File: config.mk
export PLATFORM = sky130hd
export DESIGN_NAME = rle_double_byte_compressor
export DESIGN_NICKNAME = d
export VERILOG_FILES = /design/src/hw/rtl/rlec_pkg.sv /design/src/hw/rtl/rlec_front.sv /design/src/hw/rtl/rlec_queue.sv /design/src/hw/rtl/rlec_back.sv /design/src/hw/rtl/rle_double_byte_compressor.sv
export SDC_FILE = /design/constraint.sdc
export NUM_CORES = 1
export LEC_CHECK = 0
export BUFFER_PORTS_ARGS = -buffer_cell sky130_fd_sc_hd__buf_4
export CORE_UTILIZATION = 25
export CTS_CLUSTER_SIZE = 16
export DETAILED_ROUTE_END_ITERATION = 16
export GPL_ROUTABILITY_DRIVEN = 0
export PLACE_DENSITY = 0.5
export RECOVER_POWER = 100
export REMOVE_ABC_BUFFERS = 1
export SYNTH_ARGS = -nofsm -noshare
export SYNTH_HDL_FRONTEND = slang
export SYNTH_HIERARCHICAL = 1
export SYNTH_SLANG_ARGS = --single-unit
File: constraint.sdc
create_clock -name clock -period 42.1 [get_ports clock]
set_input_delay 8.42 -clock clock [delete_from_list [all_inputs] [get_ports clock]]
set_output_delay 8.42 -clock clock [all_outputs]
set_load 0.005 [all_outputs]
File: src/hw/rtl/rlec_pkg.sv
// ----------------------------------------------------------------------------
// RLE compressor package
// Shared constants and the queue entry type passed from front to back end.
// ----------------------------------------------------------------------------
package rlec_pkg;

   localparam int unsigned CapWidth   = 24;
   localparam logic [7:0]  MaxRun     = 8'd255;
   localparam logic [7:0]  TripleMin  = 8'd3;
   localparam logic [CapWidth-1:0] Headroom = CapWidth'(3);
   localparam logic [CapWidth-1:0] CapReset = {CapWidth{1'b1}};
   localparam int unsigned QueueDepth = 4;
   localparam int unsigned MaxBytes   = 4;

   // one accepted beat's worth of results
   typedef struct packed {
      logic [MaxBytes-1:0][7:0] bytes;
      logic [1:0]               nres_m1;
      logic                     has_byte;
      logic                     last;
      logic                     trunc;
      logic [CapWidth-1:0]      total;
   } entry_type;

endpackage

File: src/hw/rtl/rlec_front.sv
// ----------------------------------------------------------------------------
// RLE compressor front end
// Tracks runs, applies the capacity check per token and builds one queue
// entry per accepted input beat that yields results or ends the stream.
// ----------------------------------------------------------------------------
module rlec_front (
   input  logic                         clock,
   input  logic                         reset,
   input  logic                         accept,
   input  logic [7:0]                   in_byte,
   input  logic                         in_last,
   input  logic                         cap_we,
   input  logic [rlec_pkg::CapWidth-1:0] cap_wdata,
   output logic                         enq,
   output rlec_pkg::entry_type          enq_entry
);

   logic [7:0]                    run_value_ff, run_value_in;
   logic [7:0]                    run_length_ff, run_length_in;
   logic [rlec_pkg::CapWidth-1:0] bytes_written_ff, bytes_written_in;
   logic                          stopped_ff, stopped_in;
   logic [rlec_pkg::CapWidth-1:0] cap_ff, cap_in;

   logic                          extend;
   logic [7:0]                    fl_len;
   logic                          fl_valid;
   logic [2:0]                    tok_v;
   logic                          tok_tri;
   logic [7:0]                    tok_val [3];
   logic [rlec_pkg::CapWidth-1:0] bw_v;
   logic                          st_v;
   logic [2:0]                    cnt;
   logic [rlec_pkg::MaxBytes-1:0][7:0] obytes;

   always_comb begin
      extend   = (run_length_ff != '0) && (in_byte == run_value_ff)
                 && (run_length_ff != rlec_pkg::MaxRun);
      fl_len   = extend ? (run_length_ff + 8'd1) : run_length_ff;
      fl_valid = extend ? in_last : (run_length_ff != '0);
      tok_v[0] = fl_valid;
      tok_v[1] = fl_valid && (fl_len == 8'd2);
      tok_v[2] = !extend && in_last;
      tok_tri  = fl_len >= rlec_pkg::TripleMin;
      tok_val[0] = run_value_ff;
      tok_val[1] = run_value_ff;
      tok_val[2] = in_byte;

      bw_v   = bytes_written_ff;
      st_v   = stopped_ff;
      cnt    = '0;
      obytes = '0;
      for (int i = 0; i < 3; i++) begin
         if (tok_v[i] && !st_v) begin
            if (({1'b0, bw_v} + {1'b0, rlec_pkg::Headroom}) < {1'b0, cap_ff}) begin
               if ((i == 0) && tok_tri) begin
                  obytes[0] = tok_val[0];
                  obytes[1] = tok_val[0];
                  obytes[2] = fl_len;
                  cnt       = 3'd3;
                  bw_v      = bw_v + rlec_pkg::CapWidth'(3);
               end else begin
                  obytes[cnt[1:0]] = tok_val[i];
                  cnt              = cnt + 3'd1;
                  bw_v             = bw_v + rlec_pkg::CapWidth'(1);
               end
            end else begin
               st_v = 1'b1;
            end
         end
      end

      enq                = accept && ((cnt != '0) || in_last);
      enq_entry.bytes    = obytes;
      enq_entry.nres_m1  = (cnt == '0) ? 2'd0 : 2'(cnt - 3'd1);
      enq_entry.has_byte = cnt != '0;
      enq_entry.last     = in_last;
      enq_entry.trunc    = st_v;
      enq_entry.total    = bw_v;

      run_value_in     = run_value_ff;
      run_length_in    = run_length_ff;
      bytes_written_in = bytes_written_ff;
      stopped_in       = stopped_ff;
      if (accept) begin
         run_value_in     = extend ? run_value_ff : in_byte;
         run_length_in    = in_last ? 8'd0 : (extend ? fl_len : 8'd1);
         bytes_written_in = in_last ? '0 : bw_v;
         stopped_in       = in_last ? 1'b0 : st_v;
      end
      cap_in = cap_we ? cap_wdata : cap_ff;
   end

   always_ff @(posedge clock) begin
      if (reset) begin
         run_value_ff     <= '0;
         run_length_ff    <= '0;
         bytes_written_ff <= '0;
         stopped_ff       <= 1'b0;
         cap_ff           <= rlec_pkg::CapReset;
      end else begin
         run_value_ff     <= run_value_in;
         run_length_ff    <= run_length_in;
         bytes_written_ff <= bytes_written_in;
         stopped_ff       <= stopped_in;
         cap_ff           <= cap_in;
      end
   end

endmodule

File: src/hw/rtl/rlec_queue.sv
// ----------------------------------------------------------------------------
// RLE compressor entry queue
// Small register queue decoupling the front end from the back end.
// ----------------------------------------------------------------------------
module rlec_queue #(
   parameter int unsigned DEPTH = rlec_pkg::QueueDepth
) (
   input  logic                clock,
   input  logic                reset,
   input  logic                push_en,
   input  rlec_pkg::entry_type push_data,
   output logic                full,
   input  logic                pop_en,
   output rlec_pkg::entry_type head,
   output logic                empty
);

   localparam int unsigned PtrW = (DEPTH > 1) ? $clog2(DEPTH) : 1;
   localparam int unsigned CntW = $clog2(DEPTH + 1);
   localparam logic [PtrW-1:0] LastPtr = PtrW'(DEPTH - 1);
   localparam logic [CntW-1:0] FullCnt = CntW'(DEPTH);

   rlec_pkg::entry_type store_ff [DEPTH];
   logic [PtrW-1:0]     wr_ptr_ff, wr_ptr_in;
   logic [PtrW-1:0]     rd_ptr_ff, rd_ptr_in;
   logic [CntW-1:0]     count_ff, count_in;
   logic                do_push, do_pop;

   always_comb begin
      full     = count_ff == FullCnt;
      empty    = count_ff == '0;
      head     = store_ff[rd_ptr_ff];
      do_push  = push_en && !full;
      do_pop   = pop_en && !empty;
      wr_ptr_in = wr_ptr_ff;
      rd_ptr_in = rd_ptr_ff;
      count_in  = count_ff;
      if (do_push) begin
         wr_ptr_in = (wr_ptr_ff == LastPtr) ? '0 : wr_ptr_ff + PtrW'(1);
      end
      if (do_pop) begin
         rd_ptr_in = (rd_ptr_ff == LastPtr) ? '0 : rd_ptr_ff + PtrW'(1);
      end
      unique case ({do_push, do_pop})
         2'b10:   count_in = count_ff + CntW'(1);
         2'b01:   count_in = count_ff - CntW'(1);
         default: count_in = count_ff;
      endcase
   end

   always_ff @(posedge clock) begin
      if (reset) begin
         wr_ptr_ff <= '0;
         rd_ptr_ff <= '0;
         count_ff  <= '0;
      end else begin
         wr_ptr_ff <= wr_ptr_in;
         rd_ptr_ff <= rd_ptr_in;
         count_ff  <= count_in;
      end
   end

   always_ff @(posedge clock) begin
      if (do_push) begin
         store_ff[wr_ptr_ff] <= push_data;
      end
   end

endmodule

File: src/hw/rtl/rlec_back.sv
// ----------------------------------------------------------------------------
// RLE compressor back end
// Walks the bytes of the head entry one result beat at a time.
// ----------------------------------------------------------------------------
module rlec_back (
   input  logic                          clock,
   input  logic                          reset,
   input  rlec_pkg::entry_type           head,
   input  logic                          q_empty,
   output logic                          q_pop,
   output logic                          empty,
   input  logic                          pop,
   output logic [7:0]                    out_byte,
   output logic                          out_has_byte,
   output logic                          out_item_last,
   output logic                          out_stream_end,
   output logic                          out_truncated,
   output logic [rlec_pkg::CapWidth-1:0] out_total
);

   logic [1:0] idx_ff, idx_in;
   logic       item_last;
   logic       stream_end;
   logic       take;

   always_comb begin
      item_last      = idx_ff == head.nres_m1;
      stream_end     = head.last && item_last;
      take           = pop && !q_empty;
      empty          = q_empty;
      q_pop          = take && item_last;
      out_byte       = head.bytes[idx_ff];
      out_has_byte   = head.has_byte;
      out_item_last  = item_last;
      out_stream_end = stream_end;
      out_truncated  = stream_end && head.trunc;
      out_total      = stream_end ? head.total : '0;
      idx_in         = idx_ff;
      if (take) begin
         idx_in = item_last ? 2'd0 : idx_ff + 2'd1;
      end
   end

   always_ff @(posedge clock) begin
      if (reset) begin
         idx_ff <= '0;
      end else begin
         idx_ff <= idx_in;
      end
   end

endmodule

File: src/hw/rtl/rle_double_byte_compressor.sv
// An accepted beat with results is registered in the entry queue; its first result
// reaches the result ports once earlier entries are popped. Input: one beat per cycle
//   while the queue is not full; a beat's results (up to four) pop one at a time.
// The front end takes a beat whenever the queue has room, also during result stalls.
// Reset (synchronous) clears run state, byte count and queue; capacity returns to max.
// ----------------------------------------------------------------------------
// RLE double-byte compressor top level
// Run-length compressor with doubled-byte escape and output capacity limit.
// ----------------------------------------------------------------------------
module rle_double_byte_compressor #(
   parameter int unsigned QUEUE_DEPTH = rlec_pkg::QueueDepth
) (
   input  logic                          clock,
   input  logic                          reset,
   input  logic                          push,
   output logic                          full,
   input  logic [7:0]                    req_in_byte,
   input  logic                          req_in_last,
   output logic                          empty,
   input  logic                          pop,
   output logic [7:0]                    rsp_out_byte,
   output logic                          rsp_out_has_byte,
   output logic                          rsp_out_item_last,
   output logic                          rsp_out_stream_end,
   output logic                          rsp_out_truncated,
   output logic [rlec_pkg::CapWidth-1:0] rsp_out_total,
   input  logic                          csr_valid,
   output logic                          csr_ready,
   input  logic [rlec_pkg::CapWidth-1:0] csr_output_capacity
);

   logic                accept;
   logic                enq;
   rlec_pkg::entry_type enq_entry;
   rlec_pkg::entry_type head;
   logic                q_empty;
   logic                q_pop;

   assign csr_ready = 1'b1;
   assign accept    = push && !full;

   rlec_front u_front (
      .clock     (clock),
      .reset     (reset),
      .accept    (accept),
      .in_byte   (req_in_byte),
      .in_last   (req_in_last),
      .cap_we    (csr_valid && csr_ready),
      .cap_wdata (csr_output_capacity),
      .enq       (enq),
      .enq_entry (enq_entry)
   );

   rlec_queue #(
      .DEPTH (QUEUE_DEPTH)
   ) u_queue (
      .clock     (clock),
      .reset     (reset),
      .push_en   (enq),
      .push_data (enq_entry),
      .full      (full),
      .pop_en    (q_pop),
      .head      (head),
      .empty     (q_empty)
   );

   rlec_back u_back (
      .clock          (clock),
      .reset          (reset),
      .head           (head),
      .q_empty        (q_empty),
      .q_pop          (q_pop),
      .empty          (empty),
      .pop            (pop),
      .out_byte       (rsp_out_byte),
      .out_has_byte   (rsp_out_has_byte),
      .out_item_last  (rsp_out_item_last),
      .out_stream_end (rsp_out_stream_end),
      .out_truncated  (rsp_out_truncated),
      .out_total      (rsp_out_total)
   );

endmodule

==> results by group, run 1 <==
Run status
  – Status: finished with violations
  – Violated checks: capacitance limit, slew limit

STA
  – Setup TNS: 0 ns
  – Final worst path period need: 24.10 ns
  – Relative slew slack: -182%
  – Fin crit share: 57.2%
  – Max Fclk: 0.0415 GHz
  – Fin. Hold Viols: 0
  – Setup ws final: 18.00 ns
  – Worst-Margin Slew: 4.23 ns
  – Final setup fails: 0
  – Skew final: 0.0334 ns
  – Fin. max-slew vios: 391
  – RSZ-0062 raised after global routing: no

Global route
  – GRT Max-Usage Layer: met2
  – Met2 GRT Util: 22.4%
  – First-pass GRT wire length: 84700 microns
  – Gr ovfl total: 0
  – Met1 Track Usage GR: 20.3%
  – Initial antenna violation count: 0
  – Largest net degree at the start of global routing: 62
  – Aggregate global-route resource usage: 14.3%
  – Met3 GRT Util: 2.15%
  – Vias in the first global route: 13600

Worst hold path
  – Worst Hold Class: reg -> reg

Yosys
  – Seq/Total Area, Yosys: 47.0%
  – Post-synthesis register bit count: 320
  – Post-synth EDFFs: 244
  – YS warnings: 6
  – Gate Count Post-Synth: 1665
  – Post-Syn Area: 18800 sq um
  – Async S/R FF share, synth: 0%
  – Synth area leaders: edfxtp_1 39%, mux4_2 8.1%, dfxtp_1 8.1%, ha_1 6.1%, xnor2_1 4.2%
  – Share of the synthesized area in the top cell type: 38.9%
  – Library cells used by synthesis: 112
  – Cell taking the most area after synthesis: edfxtp_1
  – Avg Cell Area, Syn: 11.3 sq um
  – Post-synth top flop: edfxtp_1

Worst setup path
  – CP Max Fanout: 29
  – Crit start category: input port
  – Worst Setup End Kind: register
  – Worst setup path class: in -> reg
  – CP required: 42.37 ns
  – CP max-delay cell: a31oi_1
  – CP most frequent cell: a21o_1
  – Largest stage delay, worst path: 1.60 ns
  – Arrival time of the worst setup path: 24.37 ns

Power
  – Leakage power total: 7.52 nW
  – Pwr dens: 33.6 nW/um^2
  – Max rail drop VDD: 0.0227 mV

Job
  – Max-cap viol count: 10

CTS
  – Cts hold-fix bufs: 0
  – Clock Path Buffers: 3
  – Root buffer cell: clkbuf_16
  – H-tree levels: 2
  – Total CTS buffers: 38
  – Clock latency on the worst-skew pair: 0.57 ns
  – CTS resizes: 0
  – Clock slew at reported path FFs: 0.06 ns
  – Postcts setup bufs: 0
  – TritonCTS clock tree: yes
  – CTS sink count: 320

Die
  – Die X: 276 microns
  – Vert. Die Dim: 276 microns
  – Initial core utilization: 25.3%
  – Rows: 100
  – Full die area: 76400 sq um
  – Core area: 74400 sq um
  – # IOs: 77

Detailed routing
  – Routed wire length: 55600 microns
  – Drt wl/cell: 20.6 microns
  – Initial DRC count: 1171
  – # DRC: 0
  – Vias: 13700
  – Via density: 5.08
  – Antenna Nets Post-Route: 0
  – First-pass DRT Iterations: 5

Final layout
  – Share of layout cells above drive strength 1: 13.9%
  – Net count, final: 1834
  – # diodes: 0
  – Area growth, synth to finish: 13.5%
  – Most common cell after layout, fill and taps aside: edfxtp_1
  – Most frequent cells in the layout: 244 x edfxtp_1, 142 x nand2_1, 92 x ha_1
  – FILL cells: 7610

Place
  – PortBufs: 75
  – Pre-CTS setup slack: 20.10 ns
  – HPWL Detailed: 40200 microns
-- sequential cells by signal (all words and copies together), names as in the netlist, named ones only --
register                  count
u_back/idx_ff                 2
u_queue/rd_ptr_ff             2
u_front/run_length_ff         8
u_front/stopped_ff            1
u_queue/count_ff              3
u_queue/store_ff            244
u_queue/wr_ptr_ff             2
u_front/bytes_written_ff     24
u_front/cap_ff               24
u_front/run_value_ff          8
-- final timing paths --
path / from / to / slack, ns / cells after the start
worst max-delay path: req_in_byte[2] / u_queue/store_ff[0][14] / 18.00 / 49
worst min-delay path: u_queue/rd_ptr_ff[0] / register / 0.51 / 2
worst max register to register: u_front/bytes_written_ff[1] / u_queue/store_ff[0][14] / 25.28 / 52
worst min register to register: u_queue/rd_ptr_ff[0] / register / 0.51 / 2
-- power breakdown --
group,total [W],internal (W),leakage (nW),switching [W]
combinational,0.0000531,0.0000202,3.94,0.0000328
clock,0.000313,0.000183,0.585,0.000130
sequential,0.000351,0.000348,3.00,0.00000355
total,0.000717,0.000551,7.52,0.000166
-- cell families (layout without fill, tap and decap cells) --
| logic type | Yosys count | after routing | synth area share [%] |
|---|---|---|---|
| DFF | 320 | 320 | 47.0 |
| adders and majority gates | 94 | 94 | 6.33 |
| other | 1 | 1 | 0.0199 |
| xor gates and xnor gates | 128 | 128 | 6.04 |
| muxes | 86 | 86 | 9.31 |
| AOI/OAI and AO/OA | 280 | 280 | 10.3 |
| and+or+nand+nor | 585 | 585 | 17.0 |
| buffers and inverters | 171 | 236 | 4.07 |
-- cell type report --
class	instances	area (sq um)	area share (%)
clock buffer	48	1050	4.92
clock inverter	20	143	0.668
inverter	69	259	1.21
multi-input combinational	1174	9160	42.9
sequential	320	8850	41.4
tap	969	1210	5.68
timing repair buffer	99	687	3.22
-- Yosys cell counts, types with 5 or more instances --
library cell  number
o211ai_1          29
nor2_1            87
xnor2_1           90
nand2b_1          11
and2_0             9
clkbuf_1          46
o31a_1             7
mux4_2            68
o21ai_0           46
o31ai_1           33
nand4_1           40
buf_1             11
edfxtp_1         244
buf_2             23
a21o_1            11
or3_1             19
or2_2              5
o21ai_1           14
xor2_1            36
mux2_1             5
a22o_1            19
mux2i_1            7
inv_1             68
and2_1            43
nor3_1            46
and3_1            11
nand2_1          142
a21oi_1           52
and4_1             6
ha_1              92
nor4_1            19
buf_4             15
nand3_1           70
a31oi_1            9
buf_6              5
or4_1             17
nand3b_1           6
nor2b_1           14
dfxtp_1           76
-- through the flow --
stage	hold slack (ns)	cells	instance area, sq um	power [W]	utilization, %
after global routing	0.531	2699	21400	0.000744	28.7
after floorplan	0.456	1563	18300	0.000386	-
after global placement	0.464	2631	20300	0.000411	27.3
final	0.508	2699	21400	0.000717	28.7
after detailed placement	0.483	2631	20300	0.000412	27.3
after CTS	0.506	2699	21500	0.000727	28.9
-- worst max-delay path, delay by kind of cell --
kind | cells | cell delay [ns]
and+or+nand+nor | 16 | 5.58
adders and majority gates | 5 | 1.62
buffers and inverters | 6 | 2.01
xor gates and xnor gates | 4 | 1.04
AOI/OAI and AO/OA | 18 | 5.69
-- routing by layer --
metal	share of wire, %	up-vias
met5	0	-
met4	2.4	0
met3	6.0	89
li1	-	6373
met1	47	6778
met2	45	471
Power figures use the tool's default switching activity.
==> inputs of run 2 (changes only) <==
ABC_AREA = 1   (was not set)
clock period = 22.4 ns   (was 42.1 ns; I/O delays follow)
==> results by group, run 2 <==
Run status
  – Status: finished with violations
  – Violated checks: capacitance limit, slew limit

Worst setup path
  – Worst setup path class: in -> reg
  – Crit start category: input port
  – CP required: 22.58 ns
  – Reg2Reg Depth: 62
  – Arrival time of the worst setup path: 18.32 ns
  – Worst Setup End Kind: register
  – Flop2flop setup slack: 7.60 ns
  – Largest stage delay, worst path: 0.84 ns
  – CP Max Fanout: 52
  – Worst r2r src: u_front/bytes_written_ff[0]
  – RR Endpoint: u_queue/store_ff[1][29]
  – Critical Path End: u_queue/store_ff[1][29]
  – Critical Path Source: req_in_byte[0]
  – CP most frequent cell: nand2_1
  – CP max-delay cell: nor2_1

Yosys
  – Top post-synthesis cells by count: 497 x nand2_1, 266 x nor2_1, 244 x edfxtp_1
  – Library cells used by synthesis: 52
  – Post-synth EDFFs: 244
  – Cell taking the most area after synthesis: edfxtp_1
  – Post-synthesis register bit count: 320
  – Gate Count Post-Synth: 2392
  – Avg Cell Area, Syn: 8.36 sq um
  – Async S/R FF share, synth: 0%
  – Seq/Total Area, Yosys: 44.3%
  – Synth area leaders: edfxtp_1 37%, nand2_1 9.3%, dfxtp_1 7.6%, ha_1 5.8%, nor2_1 5.0%
  – YS warnings: 6
  – Post-synth top flop: edfxtp_1
  – Count leader, synth: nand2_1
  – Post-Syn Area: 20000 sq um
  – Share of the synthesized area in the top cell type: 36.7%

CTS
  – Total CTS buffers: 38
  – TritonCTS clock tree: yes
  – Clock Path Buffers: 3
  – Cts hold-fix bufs: 0
  – CTS resizes: 0
  – Clock slew at reported path FFs: 0.06 ns
  – CTS sink count: 320
  – H-tree levels: 2
  – Clock latency on the worst-skew pair: 0.57 ns
  – Root buffer cell: clkbuf_16
  – Postcts setup bufs: 0

Place
  – PortBufs: 75
  – Pre-CTS setup slack: 6.30 ns
  – Post-Place Cells: 3436
  – HPWL Detailed: 44600 microns

Job
  – Max-cap viol count: 7

Global route
  – Vias in the first global route: 15200
  – Largest net degree at the start of global routing: 79
  – Initial antenna violation count: 0
  – Aggregate global-route resource usage: 15.4%
  – First-pass GRT wire length: 95700 microns
  – Gr ovfl total: 0

Detailed routing
  – Vias: 16300
  – Antenna Nets Post-Route: 0
  – Drt wl/cell: 18.1 microns
  – First-pass DRT Iterations: 6
  – # DRC: 0
  – Routed wire length: 63500 microns
  – Via density: 4.65
  – Initial DRC count: 1590

STA
  – Fin. max-slew vios: 318
  – Relative slew slack: -142%
  – Fin crit share: 81.0%
  – Max Fclk: 0.0551 GHz
  – Final setup fails: 0
  – Worst-Margin Slew: 3.64 ns
  – Setup TNS: 0 ns
  – Final worst path period need: 18.14 ns
  – Skew final: 0.0231 ns
  – Fin. Hold Viols: 0
  – RSZ-0062 raised after global routing: no
  – Setup ws final: 4.26 ns

Final layout
  – Reg area: 8850 sq um
  – Net count, final: 2558
  – Area growth, synth to finish: 12.2%
  – Most common cell after layout, fill and taps aside: nand2_1
  – Layout Cells excl Fill: 3504
  – # diodes: 0
  – Register name with the most flops: u_queue/store_ff
  – Share of layout cells above drive strength 1: 11.6%
  – Number of flip-flops in the largest register: 244
  – Top flop regs: u_queue/store_ff x244, u_front/bytes_written_ff x24, u_front/cap_ff x24
  – Multi-input logic area: 9400 sq um
  – Most frequent cells in the layout: 504 x nand2_1, 271 x nor2_1, 244 x edfxtp_1
  – FILL cells: 8509

Die
  – Core area: 79000 sq um
  – Full die area: 81100 sq um
  – Initial core utilization: 25.3%
  – Die X: 285 microns
  – Vert. Die Dim: 285 microns
  – # IOs: 77
  – Rows: 103

Worst hold path
  – Worst Hold Class: reg -> reg

Power
  – Pwr dens: 68.2 nW/um^2
  – Pwr Total: 0.00153 W
  – Leakage power total: 8.88 nW
  – Max rail drop VDD: 0.0470 mV
==> run 2: changes by cell type after synthesis, sizes merged, moves of 48 or more <==
| cell | previous run | this run |
|---|---|---|
| xnor2 | 91 | 13 |
| inv | 69 | 255 |
| nand2 | 142 | 532 |
| xor2 | 37 | 90 |
| nand3 | 72 | 121 |
| mux4 | 69 | 0 |
| o22ai | 3 | 76 |
| nor2 | 88 | 346 |
| a21oi | 52 | 100 |
| o21ai | 60 | 234 |
==> run 2: how the worst min path moves through the flow <==
stage | startpoint | to | cells past startpoint
final | u_front/stopped_ff | u_front/stopped_ff | 2
after floorplan | u_front/stopped_ff | u_front/stopped_ff | 2
after detailed placement | u_front/stopped_ff | u_front/stopped_ff | 2
after CTS | u_front/stopped_ff | u_front/stopped_ff | 2
after global placement | u_front/stopped_ff | u_front/stopped_ff | 2
after global routing | u_front/stopped_ff | u_front/stopped_ff | 2
==> run 2: kinds of logic after synthesis <==
group / synth area share, %
buffers and inverters: 8.07
XOR/XNOR: 4.51
other: 0.0188
AO/OA/AOI/OAI: 12.1
flip-flops: 44.3
adder cells (fa/ha/maj): 5.96
AND/OR/NAND/NOR: 25.1
==> run 2: layout make-up <==
cell class	count	area share, %
Clock inverter	22	1.17
Sequential cell	320	39.5
Clock buffer	46	4.42
Multi-Input combinational cell	1720	41.9
Tap cell	1050	5.86
Timing Repair Buffer	90	2.81
Inverter	256	4.34
==> run 2: worst max-delay path: cells and delay by family <==
kind	cells	cell delay, ns
AND/OR/NAND/NOR	46	8.01
buffers and inverters	13	2.56
AO/OA/AOI/OAI	6	1.28
adder cells (fa/ha/maj)	4	1.17
XOR/XNOR	4	0.67
==> run 2: per-layer routing <==
layer | vias to the layer above | part of all wire [%] | global-route usage [%]
li1 | 8057 | - | -
met1 | 7732 | 46 | 21.1
met2 | 430 | 47 | 25.4
met3 | 84 | 5.0 | 2.30
met4 | 0 | 2.1 | 3.64
met5 | - | 0 | 0
==> run 2: metrics by stage <==
stage          utilization [%]  hold WS, ns  instance area (sq um)
5_1_grt                   28.4        0.497                  22400
2_1_floorplan                -        0.439                  19300
3_5_place_dp              27.1        0.460                  21400
4_1_cts                   28.6        0.477                  22600
3_3_place_gp              27.1        0.456                  21400
6_report                  28.4        0.482                  22400
==> run 2: report_power, final <==
part           switching, W  leakage [nW]  internal, W
clock network      0.000259         0.602     0.000365
logic              0.000152          5.47    0.0000687
registers         0.0000125          2.81     0.000672
total              0.000424          8.88      0.00111
